## src/utf8_stream_validator_defines.svh

```systemverilog
// Assertion macros for the UTF-8 stream validator.
// Used by files that check the validator's own logic; no other dependencies.
`ifndef UTF8_STREAM_VALIDATOR_DEFINES_SVH
`define UTF8_STREAM_VALIDATOR_DEFINES_SVH

// Check on every clock edge outside reset.
`define UTF8SV_ASSERT(lbl, prop, msg) \
    lbl: assert property (@(posedge i_clk) disable iff (!i_rst_n) prop) else $error(msg);

// Check on every clock edge, reset included.
`define UTF8SV_ASSERT_ALWAYS(lbl, prop, msg) \
    lbl: assert property (@(posedge i_clk) prop) else $error(msg);

`endif

```

## src/utf8sv_pkg.sv

```systemverilog
// Shared types and constants of the UTF-8 stream validator.
// No dependencies.
package utf8sv_pkg;

    // Width of the byte counter and the offset registers.
    localparam int OFFSET_BITS = 32;
    // Width of the offset fields on the output word.
    localparam int OUT_BITS    = 32;

    localparam logic [OFFSET_BITS-1:0] COUNT_MAX = '1;

    // Byte classes and masks.
    localparam logic [7:0] MASK_TOP2   = 8'hc0;
    localparam logic [7:0] MASK_TOP3   = 8'he0;
    localparam logic [7:0] MASK_TOP4   = 8'hf0;
    localparam logic [7:0] MASK_TOP5   = 8'hf8;
    localparam logic [7:0] MASK_TOP7   = 8'hfe;
    localparam logic [7:0] ASCII_LIMIT = 8'h80;
    localparam logic [7:0] CONT_BITS   = 8'h80;
    localparam logic [7:0] LEAD2_BITS  = 8'hc0;
    localparam logic [7:0] LEAD3_BITS  = 8'he0;
    localparam logic [7:0] LEAD4_BITS  = 8'hf0;
    localparam logic [7:0] LEAD4_MAX   = 8'hf4;

    // Lead bytes with a narrowed second-byte range, and EF for U+FFFE/U+FFFF.
    localparam logic [7:0] LEAD_E0     = 8'he0;
    localparam logic [7:0] LEAD_ED     = 8'hed;
    localparam logic [7:0] LEAD_EF     = 8'hef;
    localparam logic [7:0] LEAD_F0     = 8'hf0;
    localparam logic [7:0] LEAD_F4     = 8'hf4;
    localparam logic [7:0] SURR_BITS   = 8'ha0;
    localparam logic [7:0] F4_SEC_MAX  = 8'h8f;
    localparam logic [7:0] NONCH_SEC   = 8'hbf;
    localparam logic [7:0] NONCH_THIRD = 8'hbe;

    typedef struct packed {
        logic [7:0] data_byte;
        logic       has_byte;
        logic       last_item;
    } t_in_word;

    typedef struct packed {
        logic                is_valid;
        logic [OUT_BITS-1:0] first_bad_offset;
        logic [OUT_BITS-1:0] string_length;
    } t_result;

    // Zero-extend or truncate a counter value to the output field width.
    function automatic logic [OUT_BITS-1:0] to_out(input logic [OFFSET_BITS-1:0] v);
        logic [OFFSET_BITS+OUT_BITS-1:0] wide;
        wide = {{OUT_BITS{1'b0}}, v};
        return wide[OUT_BITS-1:0];
    endfunction

endpackage

```

## src/utf8sv_in_reg.sv

```systemverilog
// Input register of the UTF-8 stream validator: holds one accepted word.
// Depends on utf8sv_pkg.
module utf8sv_in_reg (
    input  logic                i_clk,
    input  logic                i_rst_n,
    input  logic                i_valid,
    output logic                o_ready,
    input  utf8sv_pkg::t_in_word i_word,
    output logic                o_valid,
    output utf8sv_pkg::t_in_word o_word,
    input  logic                i_take
);

    logic                 r_valid;
    utf8sv_pkg::t_in_word r_word;

    // Refill in the same cycle the core consumes the held word.
    assign o_ready = !r_valid || i_take;
    assign o_valid = r_valid;
    assign o_word  = r_word;

    always_ff @(posedge i_clk) begin
        if (!i_rst_n) begin
            r_valid <= 1'b0;
        end else if (i_valid && o_ready) begin
            r_valid <= 1'b1;
        end else if (i_take) begin
            r_valid <= 1'b0;
        end
    end

    always_ff @(posedge i_clk) begin
        if (i_valid && o_ready) begin
            r_word <= i_word;
        end
    end

endmodule

```

## src/utf8sv_core.sv

```systemverilog
// Sequence tracker of the UTF-8 stream validator: per-string state and the
// one-byte update step. Depends on utf8sv_pkg.
module utf8sv_core (
    input  logic                 i_clk,
    input  logic                 i_rst_n,
    input  logic                 i_valid,
    input  utf8sv_pkg::t_in_word i_word,
    input  logic                 i_out_free,
    output logic                 o_take,
    output logic                 o_res_valid,
    output utf8sv_pkg::t_result  o_res
);

    localparam int OB = utf8sv_pkg::OFFSET_BITS;

    logic [OB-1:0] r_byte_count, n_byte_count;
    logic [OB-1:0] r_seq_start,  n_seq_start;
    logic [1:0]    r_need,       n_need;
    logic [7:0]    r_lead,       n_lead;
    logic [7:0]    r_second,     n_second;
    logic [1:0]    r_idx,        n_idx;
    logic          r_err,        n_err;
    logic [OB-1:0] r_err_off,    n_err_off;

    logic [7:0]    b;
    logic          bad;
    logic          fin_err;
    logic [OB-1:0] fin_off;

    // A last word waits until the result register has room.
    assign o_take      = i_valid && (!i_word.last_item || i_out_free);
    assign o_res_valid = o_take && i_word.last_item;
    assign b           = i_word.data_byte;

    always_comb begin
        n_byte_count = r_byte_count;
        n_seq_start  = r_seq_start;
        n_need       = r_need;
        n_lead       = r_lead;
        n_second     = r_second;
        n_idx        = r_idx;
        n_err        = r_err;
        n_err_off    = r_err_off;
        bad          = 1'b0;
        fin_err      = 1'b0;
        fin_off      = '0;
        o_res        = '0;

        if (o_take && i_word.has_byte) begin
            if (r_byte_count != utf8sv_pkg::COUNT_MAX) begin
                n_byte_count = r_byte_count + 1'b1;
            end
            if (!r_err) begin
                if (r_need == 2'd0) begin
                    // Expecting a lead byte.
                    if (b < utf8sv_pkg::ASCII_LIMIT) begin
                        n_need = 2'd0;
                    end else if ((b & utf8sv_pkg::MASK_TOP3) == utf8sv_pkg::LEAD2_BITS) begin
                        if ((b & utf8sv_pkg::MASK_TOP7) == utf8sv_pkg::LEAD2_BITS) begin
                            bad = 1'b1;    // overlong two-byte lead
                        end else begin
                            n_seq_start = r_byte_count;
                            n_lead      = b;
                            n_idx       = 2'd1;
                            n_need      = 2'd1;
                        end
                    end else if ((b & utf8sv_pkg::MASK_TOP4) == utf8sv_pkg::LEAD3_BITS) begin
                        n_seq_start = r_byte_count;
                        n_lead      = b;
                        n_idx       = 2'd1;
                        n_need      = 2'd2;
                    end else if ((b & utf8sv_pkg::MASK_TOP5) == utf8sv_pkg::LEAD4_BITS) begin
                        if (b > utf8sv_pkg::LEAD4_MAX) begin
                            bad = 1'b1;    // beyond U+10FFFF
                        end else begin
                            n_seq_start = r_byte_count;
                            n_lead      = b;
                            n_idx       = 2'd1;
                            n_need      = 2'd3;
                        end
                    end else begin
                        bad = 1'b1;        // stray continuation or F8..FF
                    end
                    if (bad) begin
                        n_err     = 1'b1;
                        n_err_off = r_byte_count;
                        n_need    = 2'd0;
                        n_idx     = 2'd0;
                    end
                end else begin
                    // Expecting a continuation byte.
                    bad = (b & utf8sv_pkg::MASK_TOP2) != utf8sv_pkg::CONT_BITS;
                    if (r_idx == 2'd1) begin
                        n_second = b;
                        if (r_lead == utf8sv_pkg::LEAD_E0
                            && (b & utf8sv_pkg::MASK_TOP3) == utf8sv_pkg::CONT_BITS) begin
                            bad = 1'b1;
                        end
                        if (r_lead == utf8sv_pkg::LEAD_ED
                            && (b & utf8sv_pkg::MASK_TOP3) == utf8sv_pkg::SURR_BITS) begin
                            bad = 1'b1;
                        end
                        if (r_lead == utf8sv_pkg::LEAD_F0
                            && (b & utf8sv_pkg::MASK_TOP4) == utf8sv_pkg::CONT_BITS) begin
                            bad = 1'b1;
                        end
                        if (r_lead == utf8sv_pkg::LEAD_F4 && b > utf8sv_pkg::F4_SEC_MAX) begin
                            bad = 1'b1;
                        end
                    end else if (r_idx == 2'd2) begin
                        // U+FFFE and U+FFFF
                        if (r_lead == utf8sv_pkg::LEAD_EF && r_second == utf8sv_pkg::NONCH_SEC
                            && (b & utf8sv_pkg::MASK_TOP7) == utf8sv_pkg::NONCH_THIRD) begin
                            bad = 1'b1;
                        end
                    end
                    if (bad) begin
                        n_err     = 1'b1;
                        n_err_off = r_seq_start;
                        n_need    = 2'd0;
                        n_idx     = 2'd0;
                    end else begin
                        n_need = r_need - 2'd1;
                        n_idx  = (r_need == 2'd1) ? 2'd0 : r_idx + 2'd1;
                    end
                end
            end
        end

        if (o_res_valid) begin
            // Truncated sequence counts as an error at its lead byte.
            fin_err = n_err || (n_need != 2'd0);
            if (n_err) begin
                fin_off = n_err_off;
            end else if (n_need != 2'd0) begin
                fin_off = n_seq_start;
            end else begin
                fin_off = n_byte_count;
            end
            o_res.is_valid         = !fin_err;
            o_res.first_bad_offset = utf8sv_pkg::to_out(fin_off);
            o_res.string_length    = utf8sv_pkg::to_out(n_byte_count);

            n_byte_count = '0;
            n_seq_start  = '0;
            n_need       = 2'd0;
            n_lead       = '0;
            n_second     = '0;
            n_idx        = 2'd0;
            n_err        = 1'b0;
            n_err_off    = '0;
        end
    end

    always_ff @(posedge i_clk) begin
        if (!i_rst_n) begin
            r_byte_count <= '0;
            r_seq_start  <= '0;
            r_need       <= 2'd0;
            r_lead       <= '0;
            r_second     <= '0;
            r_idx        <= 2'd0;
            r_err        <= 1'b0;
            r_err_off    <= '0;
        end else begin
            r_byte_count <= n_byte_count;
            r_seq_start  <= n_seq_start;
            r_need       <= n_need;
            r_lead       <= n_lead;
            r_second     <= n_second;
            r_idx        <= n_idx;
            r_err        <= n_err;
            r_err_off    <= n_err_off;
        end
    end

endmodule

```

## src/utf8sv_out_reg.sv

```systemverilog
// Result register of the UTF-8 stream validator: holds one result word
// until the receiver takes it. Depends on utf8sv_pkg.
module utf8sv_out_reg (
    input  logic                i_clk,
    input  logic                i_rst_n,
    input  logic                i_res_valid,
    input  utf8sv_pkg::t_result i_res,
    output logic                o_free,
    output logic                o_valid,
    output utf8sv_pkg::t_result o_res,
    input  logic                i_ready
);

    logic                r_valid;
    utf8sv_pkg::t_result r_res;

    assign o_free  = !r_valid || i_ready;
    assign o_valid = r_valid;
    assign o_res   = r_res;

    always_ff @(posedge i_clk) begin
        if (!i_rst_n) begin
            r_valid <= 1'b0;
        end else if (i_res_valid) begin
            r_valid <= 1'b1;
        end else if (i_ready) begin
            r_valid <= 1'b0;
        end
    end

    always_ff @(posedge i_clk) begin
        if (i_res_valid) begin
            r_res <= i_res;
        end
    end

endmodule

```

## src/utf8_stream_validator.sv

```systemverilog
// UTF-8 stream validator, top level.
// Use: a string enters one byte per word on the slave stream; tuser marks a
// word that carries a byte, tlast ends the string. A word with tuser low and
// tlast high ends a string without adding a byte (empty strings).
// On the word that ends a string one result word leaves on the master stream:
// tuser = is_valid, tdata = first bad offset (low 32) and length (high 32).
// Bad strings report the offset of the lead byte of the first bad sequence,
// stray continuation bytes and F8..FF their own offset. Counts saturate.
// Throughput: one word per cycle while no last word waits on a full result
// register, set by the single update step between the input register and the result register.
// A result is written into the result register when the core takes its last word.
// Stall: while an unread result sits in the result register, bytes that end
// no string still flow; the next last word waits in the input register, and
// the slave tready drops once that register is full.
// Reset (synchronous, active low) empties both registers and clears the
// per-string state; the next byte starts a new string at offset 0.
// Depends on utf8sv_pkg, utf8sv_in_reg, utf8sv_core, utf8sv_out_reg and the
// assertion macro header.
`include "utf8_stream_validator_defines.svh"

module utf8_stream_validator (
    input  logic        i_clk,
    input  logic        i_rst_n,
    // slave stream
    input  logic        i_s_tvalid,
    output logic        o_s_tready,
    input  logic [7:0]  i_s_tdata,     // [7:0] data_byte
    input  logic        i_s_tuser,     // [0] has_byte
    input  logic        i_s_tlast,     // last_item
    // master stream
    output logic        o_m_tvalid,
    input  logic        i_m_tready,
    output logic [63:0] o_m_tdata,     // [31:0] first_bad_offset, [63:32] string_length
    output logic        o_m_tuser      // [0] is_valid
);

    utf8sv_pkg::t_in_word w_in_word;
    utf8sv_pkg::t_in_word w_word;
    utf8sv_pkg::t_result  w_res;
    utf8sv_pkg::t_result  w_out_res;
    logic                 w_word_valid;
    logic                 w_take;
    logic                 w_res_valid;
    logic                 w_out_free;

    assign w_in_word.data_byte = i_s_tdata;
    assign w_in_word.has_byte  = i_s_tuser;
    assign w_in_word.last_item = i_s_tlast;

    utf8sv_in_reg u_in_reg (
        .i_clk   (i_clk),
        .i_rst_n (i_rst_n),
        .i_valid (i_s_tvalid),
        .o_ready (o_s_tready),
        .i_word  (w_in_word),
        .o_valid (w_word_valid),
        .o_word  (w_word),
        .i_take  (w_take)
    );

    utf8sv_core u_core (
        .i_clk       (i_clk),
        .i_rst_n     (i_rst_n),
        .i_valid     (w_word_valid),
        .i_word      (w_word),
        .i_out_free  (w_out_free),
        .o_take      (w_take),
        .o_res_valid (w_res_valid),
        .o_res       (w_res)
    );

    utf8sv_out_reg u_out_reg (
        .i_clk       (i_clk),
        .i_rst_n     (i_rst_n),
        .i_res_valid (w_res_valid),
        .i_res       (w_res),
        .o_free      (w_out_free),
        .o_valid     (o_m_tvalid),
        .o_res       (w_out_res),
        .i_ready     (i_m_tready)
    );

    assign o_m_tuser = w_out_res.is_valid;
    assign o_m_tdata = {w_out_res.string_length, w_out_res.first_bad_offset};

    // A string end taken by the core shows up as a result on the next cycle.
    `UTF8SV_ASSERT(a_end_gives_result, (w_take && w_word.last_item) |=> o_m_tvalid, "end lost")
    // A valid string reports its length as the offset.
    `UTF8SV_ASSERT(a_valid_offset, (o_m_tvalid && o_m_tuser) |-> (o_m_tdata[31:0] == o_m_tdata[63:32]), "bad offset")
    // No result survives reset.
    `UTF8SV_ASSERT_ALWAYS(a_reset_clears, !i_rst_n |=> !o_m_tvalid, "result valid after reset")

endmodule
```

## config.mk

```make
export PLATFORM = sky130hd
export DESIGN_NAME = utf8_stream_validator
export DESIGN_NICKNAME = d
export VERILOG_FILES = /design/src/utf8sv_pkg.sv /design/src/utf8sv_in_reg.sv /design/src/utf8sv_core.sv /design/src/utf8sv_out_reg.sv /design/src/utf8_stream_validator.sv
export VERILOG_INCLUDE_DIRS = /design/src /design/src/src
export SDC_FILE = /design/constraint.sdc
export NUM_CORES = 1
export LEC_CHECK = 0
export ABC_AREA = 1
export BUFFER_PORTS_ARGS = -buffer_cell sky130_fd_sc_hd__buf_2
export CORE_ASPECT_RATIO = 1.1
export CORE_MARGIN = 5
export CORE_UTILIZATION = 55
export CTS_CLUSTER_SIZE = 8
export DETAILED_ROUTE_END_ITERATION = 10
export GPL_TIMING_DRIVEN = 0
export PLACE_DENSITY = 0.77
export SETUP_SLACK_MARGIN = 0.02
export SYNTH_ARGS = -nofsm -noshare
export SYNTH_HDL_FRONTEND = slang
export SYNTH_SLANG_ARGS = --single-unit
```

## constraint.sdc

```tcl
create_clock -name i_clk -period 2.2 [get_ports i_clk]
set_input_delay 0.44 -clock i_clk [delete_from_list [all_inputs] [get_ports i_clk]]
set_output_delay 0.44 -clock i_clk [all_outputs]
set_load 0.02 [all_outputs]
```

==> results.py <==
metrics = {
    "clocking": {
        "cts_made_buffers": 17,
        "cts_tree": "done",
        "root_buffer": "clkbuf_16",
        "hold_buffers": 0,
        "clk_latency_ps": 450,
        "cts_buffer_depth": 2,
        "htree_levels": 4,
        "clock_sinks": 194,
        "clk_pin_slew_ps": 70,
    },
    "hold_path": {
        "min_path_cells": 1,
        "hold_class": "input port to flip-flop",
    },
    "sta": {
        "hold_viol": 0,
        "worst_slack_ps": -221,
        "clock_skew_ps": 10.7,
        "drv_slew": 0,
        "max_freq_ghz": 0.413,
        "fin_crit_sh": 1.10,
        "hold_ws_ps": 166,
        "max-slew-margin-rel": 0.448,
        "worst_slew_pin_slew_ps": 828,
        "rsz0062_at_grt": "yes",
        "fin_crit_ps": 2420,
        "tns_ps": -5580,
        "finalSetupViolations": 34,
    },
    "detailed_routing": {
        "drtIter0Drc": 1588,
        "wl_per_cell_um": 18.9,
        "drtAntennaViolNets": 0,
        "vias": 10777,
        "drcViolationCount": 0,
        "totalWireLength_um": 34700,
        "viasPerCell": 5.87,
        "drt_pass1_iterations": 6,
    },
    "critical_path": {
        "cp_cell_sequence": "buf_6 > nand2_1 > o21bai_1 > nand2_1 > nand2_2 > nand2_4 > nand3_2 > nand2_4 > nand2_8 > nand2_8 > buf_8 > nand2_1 > nand3_2 > nand2_1",
        "crit_path_max_fanout": 7,
        "cpMostUsedCell": "nand2_1",
        "crit_family": "simple AND/OR/NAND/NOR gates",
        "crit_slowest_cell": "edfxtp_1",
        "crit_buf_inv": 2,
        "path_class": "flip-flop to flip-flop",
        "critical_path_arrival_ps": 2620,
        "critPathCaptureType": "flip-flop",
        "cp_slowest_stage_delay_ps": 460,
        "reg2reg_depth": 14,
        "start_kind": "flip-flop",
        "cp_data_required_time_ps": 2400,
        "cp_num_cells": 14,
    },
    "synthesis": {
        "yosys_warnings": 0,
        "synth_cells": 1436,
        "ys_top_cells_by_area": "dfxtp_1, edfxtp_1, nand2_1, nand3_1, inv_1",
        "yosys.area_share.simple": 0.343,
        "synth_edf_count": 75,
        "yosys.area.top_type": "dfxtp_1",
        "synth_ff_type": "dfxtp_1",
        "synth_top_family_by_area": "simple AND/OR/NAND/NOR gates",
        "synth_top_area_frac": 0.232,
        "yosysUniqueCellTypes": 39,
        "synth-seq-cells": 194,
        "syn_area_sq_um": 10300,
        "post-synth-top-count-cell": "nand2_1",
        "synth-compound-area-share": 0.0881,
        "synth_xor_area_frac": 0.00597,
        "async_flop_share": 0,
        "synthTopCellsByCount": "nand2_1, nand3_1, inv_1",
        "muxShareOfSynthArea": 0.00585,
        "syn_nets": 1455,
        "synth_seq_area_share": 0.451,
        "synth_adder_area_share": 0.00609,
        "avgSynthCellArea_sq_um": 7.15,
    },
    "run": {
        "max-cap-violations": 0,
    },
    "cells_and_area": {
        "drive_above_1_share": 0.267,
        "final_util": 0.720,
        "final_nets": 1600,
        "area_delta_synth_final_pct": 29.1,
        "diodes": 0,
    },
    "pwr": {
        "switching_share": 0.287,
        "ir_drop_v": 0.000593,
        "seqPwrFrac": 0.454,
        "p_sw_uw": 2440,
        "leakagePower_uw": 0.00632,
        "p_comb_frac": 0.169,
        "p_per_area_nw_per_um2": 641,
        "pwr-share-clk": 0.377,
        "p_int_uw": 6070,
    },
    "global_routing": {
        "grt_pass1_wl_um": 47700,
        "grt_max_degree": 34,
        "antenna_found_initial": 0,
        "grt_pass1_vias": 9436,
        "gr-total-overflow": 0,
        "track_usage": 0.276,
    },
    "floorplanning": {
        "fp.dieW_um": 140,
        "core-area_sq_um": 18400,
        "start_util": 0.558,
        "dieArea_sq_um": 21500,
        "ios": 81,
        "die-height_um": 153,
        "fp-row-count": 52,
    },
    "placed_design": {
        "io_buffers": 80,
        "dpl.hpwl_um": 20400,
        "routabilityCongestion": 0.955,
    },
    "run_status": {
        "outcome": "finished with violations",
        "failed_checks": "negative setup slack",
    },
}
## worst reg2reg max path, cell delays in order (launching register included)
cell      delay, ps
edfxtp_1        460
buf_6           150
nand2_1          50
o21bai_1        170
nand2_1         140
nand2_2         130
nand2_4         200
nand3_2         130
nand2_4         130
nand2_8         100
nand2_8         160
buf_8           160
nand2_1          80
nand3_2          70
nand2_1          50
## state kept, by name, indices dropped and copies added (netlist names)
register / cells
u_core.r_byte_count: 32
u_core.r_err: 1
u_core.r_err_off: 32
u_core.r_idx: 2
u_core.r_lead: 8
u_core.r_need: 2
u_core.r_second: 8
u_core.r_seq_start: 32
u_in_reg.o_valid: 1
u_in_reg.o_word: 10
u_out_reg.o_res: 65
u_out_reg.o_valid: 1
## final cells by class
class                           instances  area (sq um)
Sequential cell                       194          4670
Buffer                                 72           649
Fill cell                            1406          5150
Tap cell                              243           304
Inverter                              167           639
Multi-Input combinational cell       1004          5440
Clock inverter                         15           165
Timing Repair Buffer                  124           957
Timing Repair inverter                  1          7.51
Clock buffer                           17           425
## placed cells by master (no fill, tap or decap), types with 8 or more instances in the layout
cell type  instances
clkbuf_2          16
buf_12            12
a21boi_2          12
nor2_4             9
buf_2             85
nand3_1          135
nand3_2           36
dfxtp_2           26
edfxtp_1          75
o211ai_1          33
nor2_2            12
a21oi_1           44
dfxtp_1           91
buf_6             18
inv_1            148
clkbuf_1           8
nor2_1           124
inv_2             15
nand2_1          429
buf_4             35
nand2_2           22
buf_8              8
o21ai_1           19
nand4_1           14
o21ai_0           19
nand2_4           20
clkbuf_16         25
o21ai_2           14
## power by group through the flow
| stage | logic, uW | clock network (uW) | registers, uW |
|---|---|---|---|
| 6_report | 1440 | 3210 | 3860 |
| 5_1_grt | 1530 | 3390 | 3870 |
| 4_1_cts | 1020 | 3190 | 3860 |
| 3_5_place_dp | 963 | 0 | 3940 |
| 3_3_place_gp | 942 | 0 | 3940 |
| 2_1_floorplan | 642 | 0 | 3980 |
## metrics by stage
| stage | power, uW | std cells | instance area, sq um | worst slack [ps] |
|---|---|---|---|---|
| floorplan | 4620 | 1436 | 10300 | 74.5 |
| global placement | 4880 | 1759 | 11000 | -533 |
| detailed placement | 4900 | 1759 | 11000 | -630 |
| CTS | 8080 | 1802 | 11900 | -11.7 |
| global route | 8780 | 1837 | 13300 | -340 |
| finish | 8500 | 1837 | 13300 | -221 |
## worst paths after layout
kind | start | end | slack (ps)
worst max-delay path | u_in_reg.o_word[7] | u_out_reg.o_res[52] | -220
worst min-delay path | i_s_tdata[7] | u_in_reg.o_word[9] | 170
worst max register to register | u_in_reg.o_word[7] | u_out_reg.o_res[52] | -220
worst min register to register | u_core.r_second[6] | u_core.r_second[6] | 460
## repair_timing
item,in CTS,in global routing
setup buffers,10,25
gates resized for setup,105,276
endpoints found under the setup margin,185,176
pin swaps,10,43
cloned,1,11
## kinds of logic (layout without fill, tap and decap cells)
family          after synthesis  in the layout
simple gates                833            835
compound gates              151            151
fa+ha+maj                     5              5
xor+xnor                      7              7
mux                           6              6
flops                       194            194
buf+inv                     240            396
## metal layers
metal | part of all wire | vias up | track usage
met5 | 0 | - | 0
met3 | 0.10 | 183 | 0.0544
met2 | 0.48 | 725 | 0.453
met1 | 0.37 | 4947 | 0.353
li1 | - | 4922 | -
met4 | 0.048 | 0 | 0.120
Note: power is estimated with default switching activity, not from simulation.
